$ cat config.mk
export PLATFORM = sky130hd
export DESIGN_NAME = bip32_derivation_field_extract
export DESIGN_NICKNAME = d
export VERILOG_FILES = /design/src/rtl/bde_pkg.sv /design/src/rtl/bde_ram.sv /design/src/rtl/bde_parser.sv /design/src/rtl/bde_emitter.sv /design/src/rtl/bip32_derivation_field_extract.sv
export VERILOG_INCLUDE_DIRS = /design/src /design/src/rtl
export SDC_FILE = /design/constraint.sdc
export NUM_CORES = 1
export LEC_CHECK = 0
export ABC_AREA = 1
export ABC_CLOCK_PERIOD_IN_PS = 8900
export BUFFER_PORTS_ARGS = -buffer_cell sky130_fd_sc_hd__buf_2
export CAP_MARGIN = 10
export CORE_ASPECT_RATIO = 0.6
export CORE_MARGIN = 2
export CORE_UTILIZATION = 55
export DETAILED_ROUTE_END_ITERATION = 10
export GPL_ROUTABILITY_DRIVEN = 1
export PLACE_DENSITY = 0.71
export SETUP_SLACK_MARGIN = 0.15
export SYNTH_ARGS = -nofsm -noshare
export SYNTH_HDL_FRONTEND = slang
export SYNTH_HIERARCHICAL = 1
export SYNTH_SLANG_ARGS = --single-unit
$ cat constraint.sdc
create_clock -name clock -period 8.9 [get_ports clock]
set_input_delay 2.225 -clock clock [delete_from_list [all_inputs] [get_ports clock]]
set_output_delay 2.225 -clock clock [all_outputs]
set_load 0.05 [all_outputs]
$ cat src/rtl/bip32_derivation_field_extract_assert.svh
// Assertion macros for the key-derivation record parser.
`ifndef BIP32_DERIVATION_FIELD_EXTRACT_ASSERT_SVH
`define BIP32_DERIVATION_FIELD_EXTRACT_ASSERT_SVH

// Check cons in the same cycle as ante.
`define BDE_ASSERT_NOW(label, clk, rst, ante, cons) \
   label: assert property (@(posedge clk) disable iff (rst) (ante) |-> (cons)) \
      else $error("bde assertion failed");

// Check cons in the cycle after ante.
`define BDE_ASSERT_NEXT(label, clk, rst, ante, cons) \
   label: assert property (@(posedge clk) disable iff (rst) (ante) |=> (cons)) \
      else $error("bde assertion failed");

`endif

$ cat src/rtl/bde_pkg.sv
// Types, constants and helpers shared by the key-derivation record parser.
`timescale 1ns / 1ps
`default_nettype none
package bde_pkg;

   localparam logic [7:0] HASH_LIMIT = 8'd128;
   localparam int         HASH_SHIFT = 5;
   localparam int         WORD_BYTES = 4;
   localparam int         JOB_IDX_W  = 6;

   typedef struct packed {
      logic [7:0]  data_byte;
      logic        record_start;
      logic        record_end;
      logic [15:0] record_length;
      logic        taproot_mode;
   } bde_req_type;

   typedef struct packed {
      logic [31:0] path_word;
      logic [3:0]  step_count;
      logic        parse_error;
      logic        last_word;
   } bde_rsp_type;

   typedef struct packed {
      logic                 bank;
      logic                 err;
      logic [JOB_IDX_W-1:0] last_idx;
      logic [3:0]           count;
   } bde_job_type;

   typedef struct packed {
      logic       err;
      logic       first;
      logic       last;
      logic [3:0] count;
   } bde_tag_type;

   function automatic logic [31:0] bde_swap32(input logic [31:0] w);
      return {w[7:0], w[15:8], w[23:16], w[31:24]};
   endfunction

endpackage
`default_nettype wire

$ cat src/rtl/bde_ram.sv
// Generic single-write, single-read RAM with registered read data.
`timescale 1ns / 1ps
`default_nettype none
module bde_ram #(
   parameter int WIDTH = 32,
   parameter int DEPTH = 32
) (
   input  wire logic                     clock,
   input  wire logic                     wr_en,
   input  wire logic [$clog2(DEPTH)-1:0] wr_addr,
   input  wire logic [WIDTH-1:0]         wr_data,
   input  wire logic                     rd_en,
   input  wire logic [$clog2(DEPTH)-1:0] rd_addr,
   output      logic [WIDTH-1:0]         rd_data_ff
);

   logic [WIDTH-1:0] mem_ff [DEPTH];

   always_ff @(posedge clock) begin
      if (wr_en) begin
         mem_ff[wr_addr] <= wr_data;
      end
      if (rd_en) begin
         rd_data_ff <= mem_ff[rd_addr];
      end
   end

endmodule
`default_nettype wire

$ cat src/rtl/bde_parser.sv
// Byte-side record parser: length checks, word assembly and buffer writes.
`timescale 1ns / 1ps
`default_nettype none
module bde_parser #(
   parameter int MAX_PATH_STEPS = 10
) (
   input  wire logic                          clock,
   input  wire logic                          reset,
   input  wire logic                          req_valid,
   input  wire bde_pkg::bde_req_type          req_data,
   output      logic                          req_stall,
   input  wire logic                          emit_busy,
   output      logic                          wr_en,
   output      logic [$clog2(MAX_PATH_STEPS+1):0] wr_addr,
   output      logic [31:0]                   wr_data,
   output      logic                          job_valid,
   output      bde_pkg::bde_job_type          job
);
   import bde_pkg::*;

   localparam int          WIDX      = $clog2(MAX_PATH_STEPS + 1);
   localparam logic [15:0] BUF_BYTES = 16'(WORD_BYTES * (MAX_PATH_STEPS + 1));

   logic        active_ff, active_in;
   logic        err_ff, err_in;
   logic        bank_ff, bank_in;
   logic [15:0] len_ff, len_in;
   logic [15:0] skip_ff, skip_in;
   logic [15:0] dlen_ff, dlen_in;
   logic [15:0] pos_ff, pos_in;
   logic [23:0] asm_ff, asm_in;

   logic        fire, start, active_e, err_hash, err_new, err_e, over, err_nx, fail;
   logic        byte_wr;
   logic [15:0] skip_new, dlen_new, len_e, skip_e, dlen_e, p, idx, p_nx;
   logic [13:0] last_w;

   assign req_stall = emit_busy && req_data.record_end;
   assign fire      = req_valid && !req_stall;
   assign start     = req_data.record_start;

   always_comb begin
      skip_new = (16'(req_data.data_byte) << HASH_SHIFT) + 16'd1;
      err_hash = req_data.taproot_mode &&
                 ((req_data.data_byte > HASH_LIMIT) || (req_data.record_length < skip_new));
      if (!req_data.taproot_mode) begin
         dlen_new = req_data.record_length;
      end else if (err_hash) begin
         dlen_new = 16'd0;
      end else begin
         dlen_new = req_data.record_length - skip_new;
      end
      err_new = err_hash || (dlen_new > BUF_BYTES);

      active_e = start || active_ff;
      len_e    = start ? req_data.record_length : len_ff;
      skip_e   = start ? (req_data.taproot_mode ? skip_new : 16'd0) : skip_ff;
      dlen_e   = start ? dlen_new : dlen_ff;
      err_e    = start ? err_new : err_ff;
      p        = start ? 16'd0 : pos_ff;

      over    = p >= len_e;
      idx     = p - skip_e;
      byte_wr = fire && active_e && !over && !err_e && (p >= skip_e) &&
                (idx < dlen_e) && (idx < BUF_BYTES);
      err_nx  = err_e || over;
      p_nx    = (p != 16'hFFFF) ? p + 16'd1 : p;
      fail    = err_nx || (p_nx != len_e) || (dlen_e < 16'(WORD_BYTES)) ||
                (dlen_e[1:0] != 2'b00) || (dlen_e > BUF_BYTES);
      last_w  = dlen_e[15:2] - 14'd1;
   end

   assign wr_en     = byte_wr && (idx[1:0] == 2'b11);
   assign wr_addr   = {bank_ff, idx[WIDX+1:2]};
   assign wr_data   = {req_data.data_byte, asm_ff};
   assign job_valid = fire && active_e && req_data.record_end;

   always_comb begin
      job.bank     = bank_ff;
      job.err      = fail;
      job.last_idx = last_w[JOB_IDX_W-1:0];
      job.count    = last_w[3:0];
   end

   always_comb begin
      active_in = active_ff;
      err_in    = err_ff;
      len_in    = len_ff;
      skip_in   = skip_ff;
      dlen_in   = dlen_ff;
      pos_in    = pos_ff;
      asm_in    = asm_ff;
      bank_in   = bank_ff;
      if (fire && active_e) begin
         active_in = !req_data.record_end;
         err_in    = err_nx;
         len_in    = len_e;
         skip_in   = skip_e;
         dlen_in   = dlen_e;
         pos_in    = p_nx;
      end
      if (byte_wr) begin
         asm_in = {req_data.data_byte, asm_ff[23:8]};
      end
      if (job_valid) begin
         bank_in = !bank_ff;
      end
   end

   always_ff @(posedge clock) begin
      if (reset) begin
         active_ff <= 1'b0;
         err_ff    <= 1'b0;
         len_ff    <= 16'd0;
         skip_ff   <= 16'd0;
         dlen_ff   <= 16'd0;
         pos_ff    <= 16'd0;
         bank_ff   <= 1'b0;
      end else begin
         active_ff <= active_in;
         err_ff    <= err_in;
         len_ff    <= len_in;
         skip_ff   <= skip_in;
         dlen_ff   <= dlen_in;
         pos_ff    <= pos_in;
         bank_ff   <= bank_in;
      end
      asm_ff <= asm_in;
   end

endmodule
`default_nettype wire

$ cat src/rtl/bde_emitter.sv
// Result side: reads buffered words one per cycle when not stalled; drives the result beats.
`timescale 1ns / 1ps
`default_nettype none
module bde_emitter #(
   parameter int MAX_PATH_STEPS = 10
) (
   input  wire logic                              clock,
   input  wire logic                              reset,
   input  wire logic                              job_valid,
   input  wire bde_pkg::bde_job_type              job,
   output      logic                              emit_busy,
   output      logic                              rd_en,
   output      logic [$clog2(MAX_PATH_STEPS+1):0] rd_addr,
   input  wire logic [31:0]                       rd_data,
   output      logic                              rsp_valid,
   input  wire logic                              rsp_stall,
   output      bde_pkg::bde_rsp_type              rsp_data
);
   import bde_pkg::*;

   localparam int WIDX = $clog2(MAX_PATH_STEPS + 1);

   logic            busy_ff, busy_in;
   logic            bank_ff, bank_in;
   logic            err_ff, err_in;
   logic [3:0]      count_ff, count_in;
   logic [WIDX-1:0] idx_ff, idx_in;
   logic [WIDX-1:0] last_ff, last_in;
   logic            rdv_ff, rdv_in;
   bde_tag_type     tag_ff, tag_in;
   logic            rspv_ff, rspv_in;
   bde_rsp_type     rsp_ff, rsp_in;

   logic out_load, issue, done;

   assign out_load  = !rspv_ff || !rsp_stall;
   assign issue     = busy_ff && (!rdv_ff || out_load);
   assign done      = err_ff || (idx_ff == last_ff);
   assign rd_en     = issue && !err_ff;
   assign rd_addr   = {bank_ff, idx_ff};
   assign emit_busy = busy_ff;
   assign rsp_valid = rspv_ff;
   assign rsp_data  = rsp_ff;

   always_comb begin
      busy_in  = busy_ff;
      bank_in  = bank_ff;
      err_in   = err_ff;
      count_in = count_ff;
      idx_in   = idx_ff;
      last_in  = last_ff;
      if (job_valid) begin
         busy_in  = 1'b1;
         bank_in  = job.bank;
         err_in   = job.err;
         count_in = job.err ? 4'd0 : job.count;
         idx_in   = '0;
         last_in  = job.last_idx[WIDX-1:0];
      end else if (issue) begin
         busy_in = !done;
         idx_in  = idx_ff + WIDX'(1);
      end
   end

   always_comb begin
      rdv_in = rdv_ff;
      tag_in = tag_ff;
      if (issue) begin
         rdv_in       = 1'b1;
         tag_in.err   = err_ff;
         tag_in.first = (idx_ff == '0);
         tag_in.last  = done;
         tag_in.count = count_ff;
      end else if (out_load) begin
         rdv_in = 1'b0;
      end
   end

   always_comb begin
      rspv_in = rspv_ff;
      rsp_in  = rsp_ff;
      if (out_load) begin
         rspv_in            = rdv_ff;
         rsp_in.step_count  = tag_ff.count;
         rsp_in.parse_error = tag_ff.err;
         rsp_in.last_word   = tag_ff.last;
         if (tag_ff.err) begin
            rsp_in.path_word = 32'd0;
         end else if (tag_ff.first) begin
            rsp_in.path_word = bde_swap32(rd_data);
         end else begin
            rsp_in.path_word = rd_data;
         end
      end
   end

   always_ff @(posedge clock) begin
      if (reset) begin
         busy_ff <= 1'b0;
         rdv_ff  <= 1'b0;
         rspv_ff <= 1'b0;
      end else begin
         busy_ff <= busy_in;
         rdv_ff  <= rdv_in;
         rspv_ff <= rspv_in;
      end
      bank_ff  <= bank_in;
      err_ff   <= err_in;
      count_ff <= count_in;
      idx_ff   <= idx_in;
      last_ff  <= last_in;
      tag_ff   <= tag_in;
      rsp_ff   <= rsp_in;
   end

endmodule
`default_nettype wire

$ cat src/rtl/bip32_derivation_field_extract.sv
// Top level of the key-derivation record parser.
`timescale 1ns / 1ps
`default_nettype none
`include "bip32_derivation_field_extract_assert.svh"
// Takes one record byte per beat and accepts a byte every cycle unless a
// closing beat is stalled. Derivation bytes are packed into 32-bit words in
// a two-bank word RAM, one bank per record, so a record can stream in while
// the previous one is read out. On the closing beat the record's words (or
// one error beat) follow at one result beat per cycle while rsp_stall is
// low, passing through the busy flag, the RAM read register and the result
// register. The RAM's single read port sets that rate: a closing beat is
// stalled while the previous record's words are still being read out.
// A word of the path is valid only when its record wrote it; the RAM has no reset.
module bip32_derivation_field_extract #(
   parameter int MAX_PATH_STEPS = 10
) (
   input  wire logic                 clock,
   input  wire logic                 reset,
   input  wire logic                 req_valid,
   input  wire bde_pkg::bde_req_type req_data,
   output      logic                 req_stall,
   output      logic                 rsp_valid,
   input  wire logic                 rsp_stall,
   output      bde_pkg::bde_rsp_type rsp_data
);
   import bde_pkg::*;

   localparam int WIDX  = $clog2(MAX_PATH_STEPS + 1);
   localparam int DEPTH = 2 << WIDX;

   logic            emit_busy, job_valid, wr_en, rd_en;
   logic [WIDX:0]   wr_addr, rd_addr;
   logic [31:0]     wr_data, rd_data;
   bde_job_type     job;

   bde_parser #(.MAX_PATH_STEPS(MAX_PATH_STEPS)) u_parser (
      .clock     (clock),
      .reset     (reset),
      .req_valid (req_valid),
      .req_data  (req_data),
      .req_stall (req_stall),
      .emit_busy (emit_busy),
      .wr_en     (wr_en),
      .wr_addr   (wr_addr),
      .wr_data   (wr_data),
      .job_valid (job_valid),
      .job       (job)
   );

   bde_ram #(.WIDTH(32), .DEPTH(DEPTH)) u_ram (
      .clock      (clock),
      .wr_en      (wr_en),
      .wr_addr    (wr_addr),
      .wr_data    (wr_data),
      .rd_en      (rd_en),
      .rd_addr    (rd_addr),
      .rd_data_ff (rd_data)
   );

   bde_emitter #(.MAX_PATH_STEPS(MAX_PATH_STEPS)) u_emitter (
      .clock     (clock),
      .reset     (reset),
      .job_valid (job_valid),
      .job       (job),
      .emit_busy (emit_busy),
      .rd_en     (rd_en),
      .rd_addr   (rd_addr),
      .rd_data   (rd_data),
      .rsp_valid (rsp_valid),
      .rsp_stall (rsp_stall),
      .rsp_data  (rsp_data)
   );

   `BDE_ASSERT_NOW(a_bank_split, clock, reset, wr_en && rd_en, wr_addr != rd_addr)
   `BDE_ASSERT_NOW(a_job_idle, clock, reset, job_valid, !emit_busy)
   `BDE_ASSERT_NEXT(a_job_taken, clock, reset, job_valid, emit_busy)
   `BDE_ASSERT_NOW(a_err_beat, clock, reset, rsp_valid && rsp_data.parse_error,
      rsp_data.path_word == 32'd0 && rsp_data.last_word && rsp_data.step_count == 4'd0)

endmodule
`default_nettype wire
; ---- Word level (Yosys, flattened, before mapping)
; Memory sizes are Yosys's and may differ from the RTL's. A register that Yosys moved wholly into a read port is not among the register bits.
; Cells that the tools add are included.
[totals]
reg_bits = 153
latch_bits = 0
mem_bits_rw = 1024
rom_bits = 0
out_inout_bits = 40
word_cells = 98
n_memories = 1
[memory_table]
columns = name, words, width, rd, rd_clocked_by_memory_dff, write_ports, line_no
row1 = u_ram.mem_ff, 32, 32, 1, 1, 1, bde_ram.sv:17  ; logic [WIDTH-1:0] mem_ff [DEPTH];
[classes]
addsub = 6
mul = 0
div_mod_pow = 0
magnitude_cmp = 9
eq_ne = 4
n_shift = 0
mux = 16
n_bitwise = 0
reduce_logical = 38
[op_table]
columns = operator, count
row1 = $mux 16, 8
row2 = $ge 16x16->1, 2
row3 = $gt 16x6->1 const B, 2
row4 = $lt 16x16->1, 2
row5 = $mux 32, 1
row6 = $sub 16x16->16, 2
row7 = $add 16x1->16 const B, 1
row8 = $lt 16x3->1 const B, 1
row9 = $lt 16x6->1 const B, 1
row10 = $ne 16x16->1, 1
row11 = $ne 16x16->1 const B, 1
row12 = $add 13x1->14 const B, 1
row13 = $logic_and 1x1->1, 13
row14 = $logic_or 1x1->1, 11
row15 = $logic_not 1->1, 10
row16 = $gt 8x8->1 const B, 1
row17 = $mux 1, 7
row18 = $reduce_bool 2->1, 3
row19 = $add 4x1->4 const B, 1
row20 = $eq 4x4->1, 1
row21 = $logic_not 4->1, 1
row22 = $sub 4x1->4 const B, 1
row23 = $eq 2x2->1 const B, 1

; ---- Logic depth before layout (Yosys ltp)
[logic_depth]
ltp_word = 17
mapped_depth = 35
mapped_depth_nobuf = 33

; ---- Cells and area by module
; The synthesis kept the hierarchy.
[by_module_without_submodules]
columns = mod, n_inst, cells_per_inst, area_per_inst_um2, seq_area_each_um2
row1 = bde_ram, 1, 3536, 42726.0, 31710.4
row2 = bde_parser, 1, 1145, 7382.1, 2062.0
row3 = bde_emitter, 1, 235, 2603.7, 1791.7

; ---- Worst setup path before layout
; OpenSTA, ideal clock, no wires.
[synth_path]
path_kind = input to register
from = in req_data[18] in the netlist's numbering
to = mem u_ram.mem_ff[31][0], enable pin
setup_ps = 421
t_arrival_ps = 7683
path_slack_ps = 796
cell_stages = 34
cell_sequence = buf_2 > buf_2 > buf_1 > nand2_1 > o22ai_1 > inv_1 > ha_1 > nand2_1 > inv_1 > a21oi_1 > nand2_1 > a21boi_1 > o21ai_1 > nand2_1 > nand2_1 > or2_1 > nand2_1 > inv_1 > ha_1 > nand4_1 > inv_1 > nand2_1 > o211ai_1 > nor2_1 > nand2_1 > nor2_1 > nand3_1 > nor3_1 > nand4_1 > nor2_1 > nand2_1 > nor2_1 > nand3_1 > nor2_1
[synth_between]
elab_chain_len = 11
elab_cells_between_ends = 23
classes_between = add/sub (1) / order compare (4) / eq/ne (1) / mux (7) / reduce/logical (10)
[synth_lines]
columns = item, line_no
row1 = from (decl), bip32_derivation_field_extract.sv:20  ; input wire bde_pkg::bde_req_type req_data,
row2 = "parallel branches: the longest is 8 deep, another holds $sub 16x16->16", --
row3 = $logic_and 1x1->1 *, bde_parser.sv:73  ; assign wr_en = byte_wr && (idx[1:0] == 2'b11);
row4 = named net wr_en, bip32_derivation_field_extract.sv:31  ; logic emit_busy, job_valid, wr_en, rd_en;
row5 = $mux 1 *, bde_ram.sv:20  ; if (wr_en) begin
row6 = $mux 1 (not written as such) *, bde_ram.sv:21  ; mem_ff[wr_addr] <= wr_data;
row7 = to (decl), bde_ram.sv:17
; Mark *: on every way through the listed nets, which the timed path passes.

; ---- Worst setup path after layout
[layout_path]
from = in req_data[18] in the netlist's numbering
to = mem u_ram.mem_ff[15][30], enable pin
; The elaborated chain is that of the path after synthesis.

==> metrics.log <==
INFO  metric die_height = 243.7 um
INFO  metric gr-max-usage-layer = met1
INFO  metric timing_worst_setup_path_type = primary input to flop
INFO  metric port_buffers = 70
INFO  metric timing.critical_path.arrival = ~8 ns
INFO  metric h-tree-depth = 3
INFO  metric critical_path_cell_with_the_highest_stage_delay = sky130_fd_sc_hd__buf_4
INFO  metric outcome = finished, final reports clean
INFO  metric grt_start_max_net_pins = 202
INFO  metric endpoints_failing_hold = 0
INFO  metric route.vias.total = about 37000
INFO  metric rsz0062_at_grt = false
INFO  metric pwr-share-seq = 0.480
INFO  metric tritoncts.num_buffers = 106
INFO  metric globalRouteMet3Util = 0.1073
INFO  metric dpl_hpwl = 90680 um
INFO  metric finalSetupViolCount = 0
INFO  metric gp_congestion = 1.007
INFO  metric post_cts_buffers = 0
INFO  metric detail_route.wirelength = approximately 150000 um
INFO  metric grt_util_met1 = 0.4729
INFO  metric p_sw_frac = 0.2958
INFO  metric post_layout_nonfiller_instances = 6270
INFO  metric initialDrtViolationCount = 5299
INFO  metric start_util = 0.5582
INFO  metric pwr_density_cell = 227.4 nW/um2
INFO  metric max-clock-path-buffers = 3
INFO  metric floorplan.rows = 87
INFO  metric ctsHoldBuffers = 0
INFO  metric worst_clock_skew = 0.03000 ns
INFO  metric cts_root_buffer = sky130_fd_sc_hd__clkbuf_16
INFO  metric first_pass_iters = 6
INFO  metric globalRouteTotalUtil = 0.2964
INFO  metric crit_path_frequent_cell = sky130_fd_sc_hd__nand2_1
INFO  metric cts_tree = done
INFO  metric slew_viol_final = 0
INFO  metric min_path_type = flop to flop
INFO  metric post_route_cells_drive_above_1_share = 0.08360
INFO  metric grt_first_pass_wirelength = 216500 um
INFO  metric routed_via_density = 5.895
INFO  metric final_antenna_net_count = 0
INFO  metric wl_per_cell = 23.39 um
INFO  metric grt_use_met2 = 0.3822
INFO  metric timing.setup.tns = 0 ns
INFO  metric p_leak = 0.02216 uW
INFO  metric crit_path_end_kind = flop
INFO  metric final.period_utilization = 0.8521
INFO  metric worst_setup_path_start_kind = primary input
INFO  metric p_comb_frac = 0.179
INFO  metric place_inst = 6076
INFO  metric fin_nets = 5031
INFO  metric synth.avg_cell_area = 10.73 um2
INFO  metric timing.fmax = 131.9 MHz
INFO  metric slew_at_the_pin_closest_to_its_max_slew_limit = 1.166 ns
INFO  metric grt_antenna_before_repair = 4
INFO  metric gr-total-overflow = 0
INFO  metric first_global_vias = 33430
INFO  metric relSlewSlack = 0.2145
INFO  metric worst-endpoint-required = around 9.2 ns
INFO  metric cpPeakStageDelay = 0.49 ns
INFO  metric final_period_minus_worst_setup_slack = around 7.6 ns
INFO  metric ios = slightly above 70
INFO  metric antennaDiodeCount = 0
INFO  metric core_area = roughly 94000 um2
INFO  metric post_synth_inst_count = 4912
INFO  metric nets_in_the_synthesized_netlist = 5005
INFO  metric cts-resized-gates = 0
INFO  metric area.growth.synth_to_final = 8.844%
INFO  metric tritoncts_num_sinks = 1209
INFO  metric critical_path_maximum_fanout = 32
INFO  metric synth_warnings = 6
INFO  metric netlist_area = roughly 53000 um2
INFO  metric die-width = roughly 400 um
INFO  metric power_frac_clock = 0.341
INFO  metric peakVddDrop = approximately 0.17 mV
INFO  metric internal_power = 9182 uW
INFO  metric cap_violations = 0
INFO  metric cts.clk_slew.worst_paths = 0.06 ns
INFO  metric die_area = between 90000 and 100000 um2
INFO  metric switchingPower = 3857 uW
INFO  metric remaining_drc_errors = 0
INFO  metric clock_insertion_delay_worst_skew = slightly above 0.7 ns
routing by layer:
metal,wire length (um),part of all wire,up-vias
li1,-,-,16840
met2,57630,0.39,2176
met5,9,0.000061,-
met1,64690,0.44,17740
met4,2766,0.019,2
met3,21540,0.15,199
power by group through the flow:
| stage | sequential, uW | clock [uW] | combinational [uW] |
|---|---|---|---|
| 6_report | 6250 | 4450 | 2340 |
| 5_1_grt | 6250 | 4720 | 2540 |
| 4_1_cts | 6250 | 4500 | 2270 |
| 3_5_place_dp | 6380 | 0 | 2250 |
| 3_3_place_gp | 6380 | 0 | 2230 |
| 2_1_floorplan | 6370 | 0 | 1640 |
critical path, delay by kind of cell:
family	cells	cell delay (ns)
compound gates	4	0.84
fa+ha+maj	2	0.64
simple gates	21	2.56
buf+inv	7	1.62
cells in the final DEF (no fill, tap or decap), drive strengths merged, types with 4 or more instances in the layout:
cell      instances
a21oi           114
xor2             24
nor2            138
a31oi             4
dfxtp            74
clkbuf          133
o22ai             9
clkinv           50
inv             240
nand2          1818
o21ai            76
clkinvlp          4
nand3           859
nand4            18
edfxtp         1135
o211ai           12
a211oi            5
xnor2             9
buf             195
ha               61
bufinv            5
nor3             11
or2              11
nand3b            4
cell type report:
type	instances	area [um2]
well taps	1246	1559
inverters	238	924.6
repair buffers	195	1439
clock inverters	61	469.2
fillers	7531	37030
flip-flops and latches	1209	35580
clock buffers	133	2795
multi-input cells	3188	14580
path summary, 6_finish.rpt:
kind / from / end / cells after the start / slack, ns
hold / removal: u_emitter/tag_ff[3]$_DFFE_PP_ / u_emitter/rsp_data[5]$_DFFE_PP_ / 0 / 0.42
setup / recovery: req_data[18] / u_ram/mem_ff[15][30]$_DFFE_PP_ / 34 / 1.32
setup reg to reg: u_parser/pos_ff[1]$_SDFFE_PP0P_ / u_ram/mem_ff[15][30]$_DFFE_PP_ / 34 / 3.11
hold reg to reg: u_emitter/tag_ff[3]$_DFFE_PP_ / u_emitter/rsp_data[5]$_DFFE_PP_ / 0 / 0.42
through the flow:
step	hold slack, ns	utilization	total power (uW)	area [um2]	worst slack [ns]
2_1_floorplan	0.4003	-	8011	52690	0.7958
4_1_cts	0.4179	0.6076	13010	57350	1.557
3_3_place_gp	0.4014	0.5730	8610	54080	0.8372
6_report	0.4189	0.6076	13040	57350	1.316
3_5_place_dp	0.4070	0.5730	8629	54080	0.8252
5_1_grt	0.4251	0.6076	13510	57350	1.006
sequential cells by signal (all words and copies together), names as in the netlist, 4 cells and up:
register / count
u_parser/skip_ff: 16
u_parser/pos_ff: 16
u_parser/len_ff: 16
u_emitter/last_ff: 4
u_ram/rd_data_ff: 32
u_parser/dlen_ff: 16
u_emitter/rsp_data: 38
u_emitter/idx_ff: 4
u_ram/mem_ff: 1024
u_emitter/tag_ff: 7
u_parser/asm_ff: 24
u_emitter/count_ff: 4
Power figures use the tool's default switching activity.
